===== config.mk =====
export PLATFORM = sky130hd
export DESIGN_NAME = seven_segment_command_encoder
export DESIGN_NICKNAME = d
export VERILOG_FILES = /design/src/rtl/sseg_pkg.sv /design/src/rtl/seven_segment_command_encoder.sv /design/src/rtl/sseg_ucode_rom.sv /design/src/rtl/sseg_dp.sv
export SDC_FILE = /design/constraint.sdc
export NUM_CORES = 1
export LEC_CHECK = 0
export BUFFER_PORTS_ARGS = -buffer_cell sky130_fd_sc_hd__clkbuf_2
export CORE_MARGIN = 1
export CORE_UTILIZATION = 44
export CTS_CLUSTER_SIZE = 40
export DETAILED_ROUTE_END_ITERATION = 7
export RECOVER_POWER = 25
export SLEW_MARGIN = 20
export SYNTH_ARGS = -nofsm -noshare
export SYNTH_HDL_FRONTEND = slang
export SYNTH_SLANG_ARGS = --single-unit

===== constraint.sdc =====
create_clock -name clk -period 6.6 [get_ports clk]
set_input_delay 1.32 -clock clk [delete_from_list [all_inputs] [get_ports clk]]
set_output_delay 1.32 -clock clk [all_outputs]
set_load 0.01 [all_outputs]

===== src/rtl/sseg_pkg.sv =====
// shared types, codes, font table and helpers for the seven-segment command encoder
package sseg_pkg;

    localparam int DIGIT_COUNT = 4;
    localparam int PC_W        = 4;
    localparam int CNT_W       = 2;
    localparam int REST_W      = 14;

    // request codes
    localparam logic [2:0] REQ_SET_SEGMENTS   = 3'd0;
    localparam logic [2:0] REQ_SHOW_DIGIT     = 3'd1;
    localparam logic [2:0] REQ_SHOW_NUMBER    = 3'd2;
    localparam logic [2:0] REQ_SET_BRIGHTNESS = 3'd3;
    localparam logic [2:0] REQ_CLEAR          = 3'd4;
    localparam logic [2:0] REQ_INIT           = 3'd5;

    // status codes
    localparam logic [1:0] ST_OK        = 2'd0;
    localparam logic [1:0] ST_INVALID   = 2'd1;
    localparam logic [1:0] ST_NOT_READY = 2'd2;

    // bus constants
    localparam logic [7:0]  ADDR_SYSTEM     = 8'h48;
    localparam logic [7:0]  ADDR_DIGIT_BASE = 8'h68;
    localparam logic [3:0]  MODE_EIGHT_SEG  = 4'h1;
    localparam logic [3:0]  BRIGHT_MAX      = 4'd8;
    localparam logic [15:0] NUMBER_MAX      = 16'd9999;
    localparam logic [15:0] DIGIT_MAX       = 16'd15;
    localparam logic [15:0] LEVEL_MAX       = 16'd8;

    // divide by ten: q = (x * RECIP_10) >> RECIP_SHIFT, exact for every 16-bit x
    localparam logic [15:0] RECIP_10    = 16'd52429;
    localparam int          RECIP_SHIFT = 19;

    // micro-op actions
    localparam logic [1:0] ACT_NONE = 2'd0;
    localparam logic [1:0] ACT_EMIT = 2'd1;
    localparam logic [1:0] ACT_DIV  = 2'd2;

    // emit sources
    localparam logic [2:0] SRC_ERR        = 3'd0;
    localparam logic [2:0] SRC_RAW        = 3'd1;
    localparam logic [2:0] SRC_FONT       = 3'd2;
    localparam logic [2:0] SRC_NUM        = 3'd3;
    localparam logic [2:0] SRC_BLANK      = 3'd4;
    localparam logic [2:0] SRC_BRIGHT_VAL = 3'd5;
    localparam logic [2:0] SRC_BRIGHT_DEF = 3'd6;

    // jump conditions
    localparam logic [1:0] COND_SEQ    = 2'd0;
    localparam logic [1:0] COND_LOOP   = 2'd1;
    localparam logic [1:0] COND_BADDEF = 2'd2;

    // program entry points
    localparam logic [PC_W-1:0] PC_ERR        = 4'd0;
    localparam logic [PC_W-1:0] PC_RAW        = 4'd1;
    localparam logic [PC_W-1:0] PC_FONT       = 4'd2;
    localparam logic [PC_W-1:0] PC_BRIGHT     = 4'd3;
    localparam logic [PC_W-1:0] PC_CLEAR      = 4'd4;
    localparam logic [PC_W-1:0] PC_INIT       = 4'd5;
    localparam logic [PC_W-1:0] PC_INIT_CHK   = 4'd6;
    localparam logic [PC_W-1:0] PC_INIT_BRT   = 4'd7;
    localparam logic [PC_W-1:0] PC_NUM_DIV    = 4'd8;
    localparam logic [PC_W-1:0] PC_NUM_EMIT   = 4'd9;
    localparam logic [PC_W-1:0] PC_LAST       = 4'd9;

    localparam logic [CNT_W-1:0] CNT_LAST = CNT_W'(DIGIT_COUNT - 1);

    typedef struct packed {
        logic [1:0]      act;
        logic [2:0]      src;
        logic [1:0]      cond;
        logic [PC_W-1:0] target;
        logic            inc;
        logic            fin;
    } ctrl_t;

    typedef struct packed {
        logic       write_valid;
        logic [7:0] address;
        logic [7:0] data;
        logic [1:0] status;
    } emit_t;

    // seven-segment font for hex digits
    function automatic logic [7:0] seg_font(input logic [3:0] d);
        logic [7:0] s;
        case (d)
            4'h0: s = 8'h3F;
            4'h1: s = 8'h06;
            4'h2: s = 8'h5B;
            4'h3: s = 8'h4F;
            4'h4: s = 8'h66;
            4'h5: s = 8'h6D;
            4'h6: s = 8'h7D;
            4'h7: s = 8'h07;
            4'h8: s = 8'h7F;
            4'h9: s = 8'h6F;
            4'hA: s = 8'h77;
            4'hB: s = 8'h7C;
            4'hC: s = 8'h39;
            4'hD: s = 8'h5E;
            4'hE: s = 8'h79;
            4'hF: s = 8'h71;
            default: s = 8'h00;
        endcase
        return s;
    endfunction

    // brightness level to system command data byte
    function automatic logic [7:0] bright_code(input logic [3:0] level);
        logic [3:0] lm1;
        lm1 = level - 4'd1;
        return (level == 4'd0) ? 8'h00 : {lm1, MODE_EIGHT_SEG};
    endfunction

    // digit register address for a position
    function automatic logic [7:0] digit_addr(input logic [CNT_W-1:0] p);
        return ADDR_DIGIT_BASE + {5'b0, p, 1'b0};
    endfunction

endpackage


===== src/rtl/seven_segment_command_encoder.sv =====
// top level: request dispatch, microcode sequencer and result register
// one request in flight; a request is taken in the cycle after the previous one finishes
// on accept the entry point and operands are registered; clear makes four writes and
// single-write requests one; init makes four blank writes, a default check, then a
// brightness write or error result; show number four divide-by-ten steps, four writes
// result stalls hold emit steps; reset clears the ready flag and sets brightness to 4
module seven_segment_command_encoder (
    input  logic        clk,
    input  logic        rst_n,
    input  logic        in_valid,
    output logic        in_ready,
    input  logic [2:0]  req_type,
    input  logic [2:0]  position,
    input  logic [15:0] value,
    input  logic [7:0]  segments,
    input  logic        dot,
    input  logic        zero_fill,
    output logic        out_valid,
    input  logic        out_ready,
    output logic        write_valid,
    output logic [7:0]  address,
    output logic [7:0]  data,
    output logic [1:0]  status,
    output logic        last,
    input  logic        cfg_valid,
    output logic        cfg_ready,
    input  logic [3:0]  cfg_data
);

    logic                       busy_reg;
    logic                       busy_next;
    logic [sseg_pkg::PC_W-1:0]  pc_reg;
    logic [sseg_pkg::PC_W-1:0]  pc_next;
    logic [sseg_pkg::CNT_W-1:0] cnt_reg;
    logic [sseg_pkg::CNT_W-1:0] cnt_next;
    logic                       ready_flag_reg;
    logic [3:0]                 def_level_reg;
    logic                       out_valid_reg;
    sseg_pkg::emit_t            out_reg;
    logic                       out_last_reg;

    sseg_pkg::ctrl_t            ctrl;
    sseg_pkg::emit_t            emit;
    logic                       accept;
    logic                       emitting;
    logic                       can_load;
    logic                       advance;
    logic                       jump;
    logic                       done;
    logic [sseg_pkg::PC_W-1:0]  entry_pc;
    logic [1:0]                 entry_status;

    assign in_ready  = !busy_reg;
    assign accept    = in_valid && in_ready;
    assign cfg_ready = 1'b1;

    // request checks and program entry
    always_comb
    begin
        entry_pc     = sseg_pkg::PC_ERR;
        entry_status = sseg_pkg::ST_INVALID;
        if (req_type > sseg_pkg::REQ_INIT)
        begin
            entry_pc     = sseg_pkg::PC_ERR;
            entry_status = sseg_pkg::ST_INVALID;
        end
        else if (req_type == sseg_pkg::REQ_INIT)
        begin
            entry_pc = sseg_pkg::PC_INIT;
        end
        else if (!ready_flag_reg)
        begin
            entry_status = sseg_pkg::ST_NOT_READY;
        end
        else
        begin
            case (req_type)
                sseg_pkg::REQ_SET_SEGMENTS:
                begin
                    if (!position[2])
                    begin
                        entry_pc = sseg_pkg::PC_RAW;
                    end
                end
                sseg_pkg::REQ_SHOW_DIGIT:
                begin
                    if (!position[2] && value <= sseg_pkg::DIGIT_MAX)
                    begin
                        entry_pc = sseg_pkg::PC_FONT;
                    end
                end
                sseg_pkg::REQ_SHOW_NUMBER:
                begin
                    if (value <= sseg_pkg::NUMBER_MAX)
                    begin
                        entry_pc = sseg_pkg::PC_NUM_DIV;
                    end
                end
                sseg_pkg::REQ_SET_BRIGHTNESS:
                begin
                    if (value <= sseg_pkg::LEVEL_MAX)
                    begin
                        entry_pc = sseg_pkg::PC_BRIGHT;
                    end
                end
                sseg_pkg::REQ_CLEAR:
                begin
                    entry_pc = sseg_pkg::PC_CLEAR;
                end
                default:
                begin
                    entry_pc = sseg_pkg::PC_ERR;
                end
            endcase
        end
    end

    sseg_ucode_rom u_rom (
        .pc   (pc_reg),
        .ctrl (ctrl)
    );

    sseg_dp u_dp (
        .clk          (clk),
        .load         (accept),
        .step         (advance),
        .load_status  (entry_status),
        .position     (position),
        .value        (value),
        .segments     (segments),
        .dot          (dot),
        .zero_fill    (zero_fill),
        .ctrl         (ctrl),
        .cnt          (cnt_reg),
        .def_level    (def_level_reg),
        .emit         (emit)
    );

    // step control and conditional jumps
    always_comb
    begin
        emitting = (ctrl.act == sseg_pkg::ACT_EMIT);
        can_load = !out_valid_reg || out_ready;
        advance  = busy_reg && (!emitting || can_load);
        case (ctrl.cond)
            sseg_pkg::COND_LOOP:   jump = (cnt_reg != sseg_pkg::CNT_LAST);
            sseg_pkg::COND_BADDEF: jump = (def_level_reg > sseg_pkg::BRIGHT_MAX);
            default:               jump = 1'b0;
        endcase
        done      = ctrl.fin && !jump;
        busy_next = busy_reg;
        pc_next   = pc_reg;
        cnt_next  = cnt_reg;
        if (accept)
        begin
            busy_next = 1'b1;
            pc_next   = entry_pc;
            cnt_next  = '0;
        end
        else if (advance)
        begin
            pc_next  = jump ? ctrl.target : pc_reg + 4'd1;
            cnt_next = ctrl.inc ? cnt_reg + 2'd1 : cnt_reg;
            if (done)
            begin
                busy_next = 1'b0;
            end
        end
    end

    // sequencer and flag registers
    always_ff @(posedge clk or negedge rst_n)
    begin
        if (!rst_n)
        begin
            busy_reg       <= 1'b0;
            pc_reg         <= sseg_pkg::PC_ERR;
            cnt_reg        <= '0;
            ready_flag_reg <= 1'b0;
            def_level_reg  <= 4'd4;
            out_valid_reg  <= 1'b0;
        end
        else
        begin
            busy_reg <= busy_next;
            pc_reg   <= pc_next;
            cnt_reg  <= cnt_next;
            if (accept && req_type == sseg_pkg::REQ_INIT)
            begin
                ready_flag_reg <= 1'b1;
            end
            if (cfg_valid)
            begin
                def_level_reg <= cfg_data;
            end
            if (advance && emitting)
            begin
                out_valid_reg <= 1'b1;
            end
            else if (out_ready)
            begin
                out_valid_reg <= 1'b0;
            end
        end
    end

    // result register
    always_ff @(posedge clk)
    begin
        if (advance && emitting)
        begin
            out_reg      <= emit;
            out_last_reg <= done;
        end
    end

    assign out_valid   = out_valid_reg;
    assign write_valid = out_reg.write_valid;
    assign address     = out_reg.address;
    assign data        = out_reg.data;
    assign status      = out_reg.status;
    assign last        = out_last_reg;

    // an accepted item starts the sequencer
    a_accept_busy: assert property (@(posedge clk) disable iff (!rst_n)
        accept |=> busy_reg)
        else $error("sequencer not busy after accept");

    // program counter stays inside the program while running
    a_pc_range: assert property (@(posedge clk) disable iff (!rst_n)
        busy_reg |-> pc_reg <= sseg_pkg::PC_LAST)
        else $error("program counter out of range");

    // error results carry no write and end the request
    a_err_result: assert property (@(posedge clk) disable iff (!rst_n)
        (out_valid_reg && out_reg.status != sseg_pkg::ST_OK)
            |-> (!out_reg.write_valid && out_last_reg))
        else $error("error result with a write or not last");

    // ready flag is never cleared once set
    a_ready_sticky: assert property (@(posedge clk) disable iff (!rst_n)
        !$fell(ready_flag_reg))
        else $error("ready flag cleared");

endmodule


===== src/rtl/sseg_ucode_rom.sv =====
// microcode program store: one control word per step
module sseg_ucode_rom (
    input  logic [sseg_pkg::PC_W-1:0] pc,
    output sseg_pkg::ctrl_t           ctrl
);

    // program table
    always_comb
    begin
        ctrl = '{act: sseg_pkg::ACT_NONE, src: sseg_pkg::SRC_ERR, cond: sseg_pkg::COND_SEQ,
                 target: sseg_pkg::PC_ERR, inc: 1'b0, fin: 1'b1};
        case (pc)
            sseg_pkg::PC_ERR:
            begin
                ctrl.act = sseg_pkg::ACT_EMIT;
                ctrl.src = sseg_pkg::SRC_ERR;
            end
            sseg_pkg::PC_RAW:
            begin
                ctrl.act = sseg_pkg::ACT_EMIT;
                ctrl.src = sseg_pkg::SRC_RAW;
            end
            sseg_pkg::PC_FONT:
            begin
                ctrl.act = sseg_pkg::ACT_EMIT;
                ctrl.src = sseg_pkg::SRC_FONT;
            end
            sseg_pkg::PC_BRIGHT:
            begin
                ctrl.act = sseg_pkg::ACT_EMIT;
                ctrl.src = sseg_pkg::SRC_BRIGHT_VAL;
            end
            sseg_pkg::PC_CLEAR:
            begin
                ctrl.act    = sseg_pkg::ACT_EMIT;
                ctrl.src    = sseg_pkg::SRC_BLANK;
                ctrl.cond   = sseg_pkg::COND_LOOP;
                ctrl.target = sseg_pkg::PC_CLEAR;
                ctrl.inc    = 1'b1;
            end
            sseg_pkg::PC_INIT:
            begin
                ctrl.act    = sseg_pkg::ACT_EMIT;
                ctrl.src    = sseg_pkg::SRC_BLANK;
                ctrl.cond   = sseg_pkg::COND_LOOP;
                ctrl.target = sseg_pkg::PC_INIT;
                ctrl.inc    = 1'b1;
                ctrl.fin    = 1'b0;
            end
            sseg_pkg::PC_INIT_CHK:
            begin
                ctrl.cond   = sseg_pkg::COND_BADDEF;
                ctrl.target = sseg_pkg::PC_ERR;
                ctrl.fin    = 1'b0;
            end
            sseg_pkg::PC_INIT_BRT:
            begin
                ctrl.act = sseg_pkg::ACT_EMIT;
                ctrl.src = sseg_pkg::SRC_BRIGHT_DEF;
            end
            sseg_pkg::PC_NUM_DIV:
            begin
                ctrl.act    = sseg_pkg::ACT_DIV;
                ctrl.cond   = sseg_pkg::COND_LOOP;
                ctrl.target = sseg_pkg::PC_NUM_DIV;
                ctrl.inc    = 1'b1;
                ctrl.fin    = 1'b0;
            end
            sseg_pkg::PC_NUM_EMIT:
            begin
                ctrl.act    = sseg_pkg::ACT_EMIT;
                ctrl.src    = sseg_pkg::SRC_NUM;
                ctrl.cond   = sseg_pkg::COND_LOOP;
                ctrl.target = sseg_pkg::PC_NUM_EMIT;
                ctrl.inc    = 1'b1;
            end
            default:
            begin
                ctrl.act = sseg_pkg::ACT_NONE;
            end
        endcase
    end

endmodule


===== src/rtl/sseg_dp.sv =====
// datapath: request operands, divide-by-ten digit split and write formatting
module sseg_dp (
    input  logic                          clk,
    input  logic                          load,
    input  logic                          step,
    input  logic [1:0]                    load_status,
    input  logic [2:0]                    position,
    input  logic [15:0]                   value,
    input  logic [7:0]                    segments,
    input  logic                          dot,
    input  logic                          zero_fill,
    input  sseg_pkg::ctrl_t               ctrl,
    input  logic [sseg_pkg::CNT_W-1:0]    cnt,
    input  logic [3:0]                    def_level,
    output sseg_pkg::emit_t               emit
);

    logic [sseg_pkg::CNT_W-1:0]   pos_reg;
    logic [7:0]                   seg_reg;
    logic [3:0]                   val_reg;
    logic                         dot_reg;
    logic [1:0]                   stat_reg;
    logic [sseg_pkg::REST_W-1:0]  rest_reg;
    logic [sseg_pkg::REST_W-1:0]  rest_next;
    logic [3:0]                   digs_reg [sseg_pkg::DIGIT_COUNT];
    logic                         started_reg;
    logic                         started_next;
    logic [sseg_pkg::REST_W+15:0] prod;
    logic [sseg_pkg::REST_W-1:0]  quot;
    logic [sseg_pkg::REST_W-1:0]  quot_x10;
    logic [3:0]                   rem;
    logic [3:0]                   cur_dig;
    logic                         show;

    // divide by ten through the reciprocal
    assign prod      = {16'b0, rest_reg} * {{sseg_pkg::REST_W{1'b0}}, sseg_pkg::RECIP_10};
    assign quot      = sseg_pkg::REST_W'(prod >> sseg_pkg::RECIP_SHIFT);
    assign quot_x10  = (quot << 3) + (quot << 1);
    assign rem       = 4'(rest_reg - quot_x10);
    assign rest_next = quot;

    // digit blanking for show number
    assign cur_dig      = digs_reg[cnt];
    assign show         = started_reg || (cur_dig != 4'd0) || (cnt == sseg_pkg::CNT_LAST);
    assign started_next = started_reg || (cur_dig != 4'd0);

    // operand registers
    always_ff @(posedge clk)
    begin
        if (load)
        begin
            pos_reg     <= position[sseg_pkg::CNT_W-1:0];
            seg_reg     <= segments;
            val_reg     <= value[3:0];
            dot_reg     <= dot;
            stat_reg    <= load_status;
            rest_reg    <= value[sseg_pkg::REST_W-1:0];
            started_reg <= zero_fill;
        end
        else if (step)
        begin
            if (ctrl.act == sseg_pkg::ACT_DIV)
            begin
                rest_reg <= rest_next;
                for (int i = sseg_pkg::DIGIT_COUNT - 1; i > 0; i--)
                begin
                    digs_reg[i] <= digs_reg[i-1];
                end
                digs_reg[0] <= rem;
            end
            if (ctrl.act == sseg_pkg::ACT_EMIT && ctrl.src == sseg_pkg::SRC_NUM)
            begin
                started_reg <= started_next;
            end
        end
    end

    // write formatting
    always_comb
    begin
        emit = '{write_valid: 1'b1, address: sseg_pkg::ADDR_SYSTEM, data: 8'h00,
                 status: sseg_pkg::ST_OK};
        case (ctrl.src)
            sseg_pkg::SRC_ERR:
            begin
                emit.write_valid = 1'b0;
                emit.address     = 8'h00;
                emit.status      = stat_reg;
            end
            sseg_pkg::SRC_RAW:
            begin
                emit.address = sseg_pkg::digit_addr(pos_reg);
                emit.data    = seg_reg;
            end
            sseg_pkg::SRC_FONT:
            begin
                emit.address = sseg_pkg::digit_addr(pos_reg);
                emit.data    = sseg_pkg::seg_font(val_reg) | {dot_reg, 7'b0};
            end
            sseg_pkg::SRC_NUM:
            begin
                emit.address = sseg_pkg::digit_addr(cnt);
                emit.data    = show ? sseg_pkg::seg_font(cur_dig) : 8'h00;
            end
            sseg_pkg::SRC_BLANK:
            begin
                emit.address = sseg_pkg::digit_addr(cnt);
            end
            sseg_pkg::SRC_BRIGHT_VAL:
            begin
                emit.data = sseg_pkg::bright_code(val_reg);
            end
            sseg_pkg::SRC_BRIGHT_DEF:
            begin
                emit.data = sseg_pkg::bright_code(def_level);
            end
            default:
            begin
                emit.write_valid = 1'b0;
                emit.address     = 8'h00;
                emit.status      = stat_reg;
            end
        endcase
    end

endmodule

==> results of run 1 <==
## cells in the final DEF (no fill, tap or decap), drive strengths merged, types with 12 or more instances in the layout
cell / n
nor2: 47
xor2: 12
nand2: 39
a21oi: 43
inv: 111
fa: 54
nor3: 14
edfxtp: 64
clkbuf: 69
ha: 127
dfrtp: 12
xnor2: 13
o21ai: 30
## final cells by class
cell class | instances | area, sq um
Clock buffer | 10 | 229
Fill cell | 1577 | 8710
Timing Repair Buffer | 62 | 310
Multi-Input combinational cell | 533 | 4960
Clock inverter | 6 | 63.8
Inverter | 110 | 413
Tap cell | 225 | 282
Sequential cell | 84 | 2390
## metrics by stage
| step | hold WS (ns) | setup slack, ns |
|---|---|---|
| CTS | 0.458 | 0.729 |
| global route | 0.477 | 0.478 |
| finish | 0.459 | 0.758 |
| global placement | 0.428 | 0.957 |
| floorplan | 0.421 | 1.18 |
| detailed placement | 0.433 | 0.766 |
## cell families after synthesis
group                      after synthesis  share of synthesized area (%)
and+or+nand+nor                        166                           10.8
xor gates and xnor gates                25                           2.79
AOI/OAI and AO/OA                      142                           12.5
other                                    2                         0.0957
adders and majority gates              181                           34.0
muxes                                   15                           2.81
buffers and inverters                  128                           6.52
DFF                                     84                           30.4
## path summary, 6_finish.rpt
| kind | startpoint | endpoint | slack (ns) | depth (start not counted) |
|---|---|---|---|---|
| setup / recovery | u_dp.rest_reg[12]$_SDFFCE_PN0P_ | u_dp.digs_reg[0][3]$_DFFE_PP_ | 0.76 | 22 |
| hold / removal | u_dp.digs_reg[2][3]$_DFFE_PP_ | u_dp.digs_reg[3][3]$_DFFE_PP_ | 0.46 | 0 |
| setup reg to reg | u_dp.rest_reg[12]$_SDFFCE_PN0P_ | u_dp.digs_reg[0][3]$_DFFE_PP_ | 0.76 | 22 |
| hold reg to reg | u_dp.digs_reg[2][3]$_DFFE_PP_ | u_dp.digs_reg[3][3]$_DFFE_PP_ | 0.46 | 0 |
| max in group asynchronous | rst_n | busy_reg$_DFFE_PN0P_ | 4.99 | 1 |
| min in group asynchronous | rst_n | out_valid$_DFFE_PN0P_ | 1.06 | 1 |
## routing by layer
metal	wire length, microns	part of all wire (%)	GRT usage (%)	vias to the layer above
met5	0	0	0	-
met4	151	0.83	4.37	0
met3	763	4.2	3.11	13
met2	8480	47	34.0	139
met1	8700	48	29.6	2740
li1	-	-	-	2706
==> run_results.csv, run 1 <==
group,metric,value,unit
floorplan,dieArea,18400,sq um
logic_synthesis,syn_area,7850,sq um
critical_path,cpMostUsedCell,"fa_1",
global_route,grt_pass1_wl,29400,microns
critical_path,path_cells,"inv_1 -> ha_1 -> fa_1 -> fa_1 -> fa_1 -> inv_1 -> fa_1 -> inv_1 -> fa_1 -> inv_1 -> ha_1 -> nand2_1 -> o21ai_0 -> nor2_1 -> o21a_1 -> nor2_1 -> xor2_1 -> ha_1 -> nand2_1 -> nand3b_1 -> xnor2_1 -> xnor2_1",
clock_tree,cts_repair_resize_count,0,
outcome,status,"complete, no violations",
clock_tree,cts_tree,"done",
detailed_routing,drt_iter0_markers,370,
floorplan,core_area,17400,sq um
clock_tree,cts.path.max_buffers,2,
logic_synthesis,post-synth-top-area-cell,"edfxtp_1",
logic_synthesis,synth_common_cells,"ha_1 (127), inv_1 (109), edfxtp_1 (64), fa_1 (54), nor2_1 (46)",
floorplan,start_util,45.2,%
flow_run,drv_cap,0,
logic_synthesis,synth_most_common_cell,"ha_1",
floorplan,row_count,48,
layout,post-route-util,49.8,%
clock_tree,cts_made_buffers,9,
global_route,grt_max_degree,45,
clock_tree,cts_sinks,84,
layout,drive_above_1_share,12.3,%
detailed_routing,ant_nets,0,
layout,finalNonFillerCells,1030,
critical_path,worstSetupPathType,"flop to flop",
timing,fin_setup_tns,0,ns
detailed_routing,drc,0,
clock_tree,postCtsSetupRepairBufs,0,
clock_tree,cts_hold_buf,0,
timing,tightest_slew,0.867,ns
clock_tree,clkLatencyLatePin,0.34,ns
placement,gp_congestion,0.876,
detailed_routing,first_pass_iters,4,
placement,dp_hpwl,15100,microns
timing,hold_viol,0,
logic_synthesis,synth_top_area_share,24.5,%
logic_synthesis,ys.flop_type,"edfxtp_1",
layout,diodes,0,
global_route,grt_pass1_vias,5733,
floorplan,die_w,136,microns
floorplan,fp.dieH,136,microns
placement,placement.cell_area,8360,sq um
critical_path,required,6.69,ns
critical_path,critPathTopFamily,"adder cells",
timing,slew_headroom,42.2,%
timing,post-route-period-util,88.5,%
layout,largest_reg_flops,16,
critical_path,start_kind,"flop",
timing,fmax,0.171,GHz
timing,setup_viol,0,
logic_synthesis,synth.distinct_cells,77,
critical_path,worstPathArrival,5.94,ns
placement,port_buffers,59,
logic_synthesis,synthTopCellsByArea,"edfxtp_1 (24%), ha_1 (20%), fa_1 (14%)",
global_route,grt_overflow,0,
logic_synthesis,synth_seq_area_share,30.4,%
logic_synthesis,synth_edf_count,64,
floorplan,io_pins,64,
detailed_routing,num_vias,5598,
logic_synthesis,synth-seq-cells,84,
clock_tree,root_buffer,"clkbuf_16",
critical_path,crit_fanout,5,
detailed_routing,routed_wl,18100,microns
layout,nets,1022,
global_route,antenna_found_initial,0,
logic_synthesis,yosysWarnings,0,
placement,placedCellCount,1014,
critical_path,crit_slowest_cell,"fa_1",
critical_path,critPathBufInv,4,
detailed_routing,routed_via_density,5.43,
timing,fin_worst_skew,0.0124,ns
global_route,gr-usage-all-layers,21.0,%
timing,final_max_slew_viol_count,0,
layout,final_area,8650,sq um
hold_path,hp-class,"flop to flop",
critical_path,end_kind,"flop",
clock_tree,clkTransAtPathRegs,0.07,ns
logic_synthesis,syn_inst,743,
timing,period_minus_slack,5.84,ns
layout,area.growth.synth_to_final,10.2,%
timing,rsz0062_at_grt,"false",
logic_synthesis,async_flop_share,15.5,%
logic_synthesis,synth_area_per_cell,10.6,sq um
critical_path,critPathMaxStageDelay,0.65,ns
clock_tree,htreeDepth,3,
detailed_routing,wl_per_cell,17.6,microns
Power of run 1 is left out: the tool's default activity adds up to more than one toggle a clock period on the data nets, which glitch-free logic cannot reach.
==> run 2: changes to the inputs <==
--- a/config.mk
+++ b/config.mk
@@ -5,6 +5,7 @@
 export SDC_FILE = /design/constraint.sdc
 export NUM_CORES = 1
 export LEC_CHECK = 0
+export ABC_CLOCK_PERIOD_IN_PS = 6600
 export BUFFER_PORTS_ARGS = -buffer_cell sky130_fd_sc_hd__clkbuf_2
 export CORE_MARGIN = 1
 export CORE_UTILIZATION = 44
==> constraint.sdc (replaced) <==
create_clock -name clk -period 6.6 [get_ports clk]
set_input_delay 0.66 -clock clk [delete_from_list [all_inputs] [get_ports clk]]
set_output_delay 0.66 -clock clk [all_outputs]
set_load 0.01 [all_outputs]
==> run 2 against run 1 <==
  * Setup slack about the same
  * Global-route usage stayed put
  * Die area unchanged
  * Maximum frequency about the same
  * Flip-flop and latch count is the same
==> run_results.csv, run 2 (synthesis results as in run 1) <==
group,metric,value,unit
floorplan,dieArea,18400,sq um
detailed_routing,ant_nets,0,
floorplan,fp.dieH,136,microns
layout,area.growth.synth_to_final,10.2,%
global_route,grt_pass1_vias,5733,
layout,drive_above_1_share,12.2,%
layout,num-fill-cells,1578,
detailed_routing,num_vias,5599,
layout,multi_input_area,4960,sq um
floorplan,io_pins,64,
timing,period_minus_slack,5.84,ns
critical_path,crit_fanout,5,
detailed_routing,drc,0,
placement,dp_hpwl,15100,microns
clock_tree,htreeDepth,3,
clock_tree,cts_tree,"done",
critical_path,worstPathArrival,5.94,ns
critical_path,cpMostUsedCell,"fa_1",
floorplan,row_count,48,
clock_tree,clkLatencyLatePin,0.35,ns
layout,regArea,2390,sq um
critical_path,start_kind,"flop",
timing,tightest_slew,0.867,ns
timing,fin_setup_tns,0,ns
detailed_routing,routed_via_density,5.44,
detailed_routing,wl_per_cell,17.6,microns
critical_path,critPathMaxStageDelay,0.65,ns
hold_path,hp-class,"input pin to async pin",
timing,post-route-period-util,88.5,%
critical_path,critPathBufInv,4,
global_route,grt_overflow,0,
clock_tree,postCtsSetupRepairBufs,0,
global_route,antenna_found_initial,0,
detailed_routing,first_pass_iters,4,
timing,fmax,0.171,GHz
layout,nets,1022,
global_route,grt_pass1_wl,29400,microns
detailed_routing,drt_iter0_markers,370,
critical_path,critPathTopFamily,"adder cells",
clock_tree,cts_made_buffers,9,
critical_path,end_kind,"flop",
critical_path,required,6.69,ns
clock_tree,cts_sinks,84,
placement,port_buffers,59,
layout,post-route-util,49.8,%
timing,hold_viol,0,
floorplan,die_w,136,microns
clock_tree,root_buffer,"clkbuf_16",
layout,diodes,0,
timing,rsz0062_at_grt,"false",
clock_tree,cts_hold_buf,0,
flow_run,drv_cap,0,
layout,mostFrequentLayoutCells,"ha_1 (127), inv_1 (109), edfxtp_1 (64)",
layout,final_common_cell,"ha_1",
layout,largest_reg_flops,16,
critical_path,path_cells,"inv_1 -> ha_1 -> fa_1 -> fa_1 -> fa_1 -> inv_1 -> fa_1 -> inv_1 -> fa_1 -> inv_1 -> ha_1 -> nand2_1 -> o21ai_0 -> nor2_1 -> o21a_1 -> nor2_1 -> xor2_1 -> ha_1 -> nand2_1 -> nand3b_1 -> xnor2_1 -> xnor2_1",
clock_tree,cts_repair_resize_count,0,
detailed_routing,routed_wl,18100,microns
timing,fin_worst_skew,0.0126,ns
critical_path,worstSetupPathType,"flop to flop",
timing,setup_viol,0,
global_route,gr-usage-all-layers,21.0,%
floorplan,start_util,45.2,%
clock_tree,cts.path.max_buffers,2,
timing,final_max_slew_viol_count,0,
clock_tree,clkTransAtPathRegs,0.07,ns
floorplan,core_area,17400,sq um
outcome,status,"complete, no violations",
critical_path,crit_slowest_cell,"fa_1",
timing,slew_headroom,42.2,%
placement,gp_congestion,0.876,
global_route,grt_max_degree,45,
run 2: cell counts in the layout (fill, tap and decap cells not counted):
No cell type changed its count.
run 2: layout make-up:
| type | count | area share [%] |
|---|---|---|
| well taps | 225 | 3.26 |
| flip-flops and latches | 84 | 27.6 |
| inverters | 110 | 4.77 |
| clock inverters | 6 | 0.738 |
| multi-input cells | 533 | 57.4 |
| repair buffers | 62 | 3.57 |
| clock buffers | 10 | 2.65 |
run 2: through the flow:
stage | cell area (sq um) | instances | setup WS [ns] | hold WS (ns)
CTS | 8660 | 1030 | 0.729 | 0.236
finish | 8650 | 1030 | 0.758 | 0.399
detailed placement | 8360 | 1014 | 0.766 | 0.433
floorplan | 7860 | 745 | 1.18 | 0.364
global placement | 8360 | 1014 | 0.957 | 0.428
global route | 8650 | 1030 | 0.478 | 0.449
run 2: final timing paths:
| kind | slack (ns) | from | end | depth (start not counted) |
|---|---|---|---|---|
| max | 0.76 | u_dp.rest_reg[12]$_SDFFCE_PN0P_ | u_dp.digs_reg[0][3]$_DFFE_PP_ | 22 |
| min | 0.40 | rst_n | out_valid$_DFFE_PN0P_ | 1 |
| max reg2reg | 0.76 | u_dp.rest_reg[12]$_SDFFCE_PN0P_ | u_dp.digs_reg[0][3]$_DFFE_PP_ | 22 |
| min reg2reg | 0.46 | u_dp.digs_reg[2][3]$_DFFE_PP_ | u_dp.digs_reg[3][3]$_DFFE_PP_ | 0 |
| max in group asynchronous | 5.65 | rst_n | busy_reg$_DFFE_PN0P_ | 1 |
| min in group clk | 0.46 | u_dp.digs_reg[2][3]$_DFFE_PP_ | u_dp.digs_reg[3][3]$_DFFE_PP_ | 0 |
run 2: metal layers:
layer | track usage (%) | vias to the layer above | part of all wire [%] | wire length (microns)
li1 | - | 2706 | - | -
met3 | 3.11 | 13 | 4.2 | 769
met1 | 29.6 | 2739 | 48 | 8700
met4 | 4.37 | 0 | 0.89 | 161
met2 | 34.0 | 141 | 47 | 8470
met5 | 0 | - | 0 | 0
run 2: worst reg2reg max path: stages, from the launching register on:
cell      delay (ns)
edfxtp_1        0.41
inv_1           0.07
ha_1            0.34
fa_1            0.65
fa_1            0.48
fa_1            0.56
inv_1           0.06
fa_1            0.50
inv_1           0.05
fa_1            0.49
inv_1           0.04
ha_1            0.33
nand2_1         0.07
o21ai_0         0.24
nor2_1          0.07
o21a_1          0.14
nor2_1          0.14
xor2_1          0.23
ha_1            0.30
nand2_1         0.08
nand3b_1        0.09
xnor2_1         0.14
xnor2_1         0.12
Power of run 2 is left out for the same reason.
==> run 3: changes to the inputs <==
--- a/config.mk
+++ b/config.mk
@@ -11,6 +11,7 @@
 export CORE_UTILIZATION = 44
 export CTS_CLUSTER_SIZE = 40
 export DETAILED_ROUTE_END_ITERATION = 7
+export GPL_TIMING_DRIVEN = 0
 export RECOVER_POWER = 25
 export SLEW_MARGIN = 20
 export SYNTH_ARGS = -nofsm -noshare
==> run 3 against run 2 <==
  * Via count grew 0.77%
  * Worst hold slack gained 0.013 ns
  * Final cell count grew 1.7%
  * Count of clock-buffer cells in the layout shrank 1
  * First-iteration DRC count grew 11%
  * Setup slack lost 0.24 ns
  * Global-route usage shrank 0.61 points
==> run_results.csv, run 3 (synthesis results as in run 1) <==
group,metric,value,unit
outcome,status,"complete, no violations",
critical_path,critPathMaxStageDelay,0.60,ns
critical_path,critPathBufInv,4,
detailed_routing,first_pass_iters,4,
floorplan,dieArea,18400,sq um
global_route,grt_overflow,0,
global_route,antenna_found_initial,0,
timing,hold_viol,0,
detailed_routing,wl_per_cell,16.7,microns
timing,tightest_slew,0.872,ns
timing,slew_headroom,41.9,%
layout,largest_reg_flops,16,
critical_path,crit_fanout,5,
timing,period_minus_slack,6.08,ns
critical_path,path_depth,22,
detailed_routing,num_vias,5642,
hold_path,hp-class,"input pin to async pin",
layout,drive_above_1_share,13.5,%
clock_tree,cts_made_buffers,9,
critical_path,cpMostUsedCell,"fa_1",
placement,port_buffers,59,
floorplan,core_area,17400,sq um
detailed_routing,drt_iter0_markers,410,
clock_tree,root_buffer,"clkbuf_16",
detailed_routing,drc,0,
clock_tree,cts_tree,"done",
clock_tree,cts.path.max_buffers,2,
timing,rsz0062_at_grt,"false",
layout,final_common_cell,"ha_1",
layout,nets,1039,
critical_path,path_cells,"ha_1 -> inv_1 -> fa_1 -> fa_1 -> fa_1 -> inv_1 -> fa_1 -> inv_1 -> fa_1 -> inv_1 -> ha_1 -> nand2_1 -> o21ai_0 -> nor2_1 -> o21a_1 -> nor2_1 -> xor2_1 -> ha_1 -> nand2_1 -> nand3b_1 -> xnor2_1 -> xnor2_1",
timing,final_max_slew_viol_count,0,
timing,fin_worst_skew,0.00578,ns
placement,gp_congestion,0.884,
critical_path,worstSetupPathType,"flop to flop",
critical_path,required,6.68,ns
clock_tree,htreeDepth,3,
global_route,grt_max_degree,27,
critical_path,start_kind,"flop",
clock_tree,clkLatencyLatePin,0.34,ns
layout,mostFrequentLayoutCells,"ha_1 (127), inv_1 (109), edfxtp_1 (64)",
floorplan,io_pins,64,
timing,setup_viol,0,
layout,num-fill-cells,1558,
clock_tree,cts_hold_buf,0,
floorplan,die_w,136,microns
clock_tree,postCtsSetupRepairBufs,0,
flow_run,drv_cap,0,
detailed_routing,ant_nets,0,
floorplan,fp.dieH,136,microns
critical_path,rr_worst_depth,22,
layout,diodes,0,
timing,post-route-period-util,92.1,%
global_route,gr-usage-all-layers,20.4,%
critical_path,end_kind,"flop",
timing,fmax,0.164,GHz
clock_tree,clkTransAtPathRegs,0.06,ns
floorplan,row_count,48,
layout,area.growth.synth_to_final,11.4,%
critical_path,worstPathArrival,6.16,ns
detailed_routing,routed_wl,17400,microns
critical_path,crit_slowest_cell,"fa_1",
timing,fin_setup_tns,0,ns
global_route,grt_pass1_wl,29000,microns
clock_tree,cts_sinks,84,
floorplan,start_util,45.2,%
placement,dp_hpwl,14700,microns
global_route,grt_pass1_vias,5723,
detailed_routing,routed_via_density,5.39,
clock_tree,cts_repair_resize_count,0,
critical_path,critPathTopFamily,"adder cells",
==> run 3: cell types whose count changed in the layout (fill, tap and decap cells not counted), sizes merged <==
cell	before	now
buf	3	13
clkbuf	69	75
clkinvlp	1	3
inv	111	110
==> run 3: path summary, 6_finish.rpt <==
path                                               start                            end  slack (ns)
setup / recovery              u_dp.rest_reg[8]$_DFFE_PP_  u_dp.digs_reg[0][3]$_DFFE_PP_        0.52
hold / removal                                     rst_n         cnt_reg[1]$_DFFE_PN0P_        0.41
setup reg to reg              u_dp.rest_reg[8]$_DFFE_PP_  u_dp.digs_reg[0][3]$_DFFE_PP_        0.52
hold reg to reg            u_dp.digs_reg[0][0]$_DFFE_PP_  u_dp.digs_reg[1][0]$_DFFE_PP_        0.46
max in group asynchronous                          rst_n   def_level_reg[1]$_DFFE_PN0P_        5.65
min in group clk           u_dp.digs_reg[0][0]$_DFFE_PP_  u_dp.digs_reg[1][0]$_DFFE_PP_        0.46
==> run 3: cell type report <==
| cell class | instances | area (sq um) | share of cell area [%] |
|---|---|---|---|
| Buffer | 18 | 100 | 1.15 |
| Clock buffer | 9 | 225 | 2.58 |
| Clock inverter | 7 | 67.6 | 0.773 |
| Inverter | 110 | 413 | 4.72 |
| Multi-Input combinational cell | 533 | 4970 | 56.8 |
| Sequential cell | 84 | 2390 | 27.3 |
| Tap cell | 225 | 282 | 3.22 |
| Timing Repair Buffer | 61 | 297 | 3.39 |
==> run 3: metrics by stage <==
stage | hold WS [ns] | worst slack (ns) | cells | utilization, % | cell area, sq um
5_1_grt | 0.464 | 0.216 | 1047 | 50.4 | 8740
3_3_place_gp | 0.433 | 0.618 | 1029 | 48.6 | 8430
2_1_floorplan | 0.364 | 1.18 | 745 | - | 7860
6_report | 0.412 | 0.520 | 1047 | 50.4 | 8740
3_5_place_dp | 0.434 | 0.527 | 1031 | 48.7 | 8460
4_1_cts | 0.250 | 0.528 | 1047 | 50.4 | 8750
==> run 3: metal layers <==
metal | track usage [%] | routed length [microns]
met5 | 0 | 0
met4 | 4.93 | 246
met3 | 3.18 | 763
met2 | 31.7 | 7800
met1 | 29.5 | 8630
Power of run 3 is left out for the same reason.
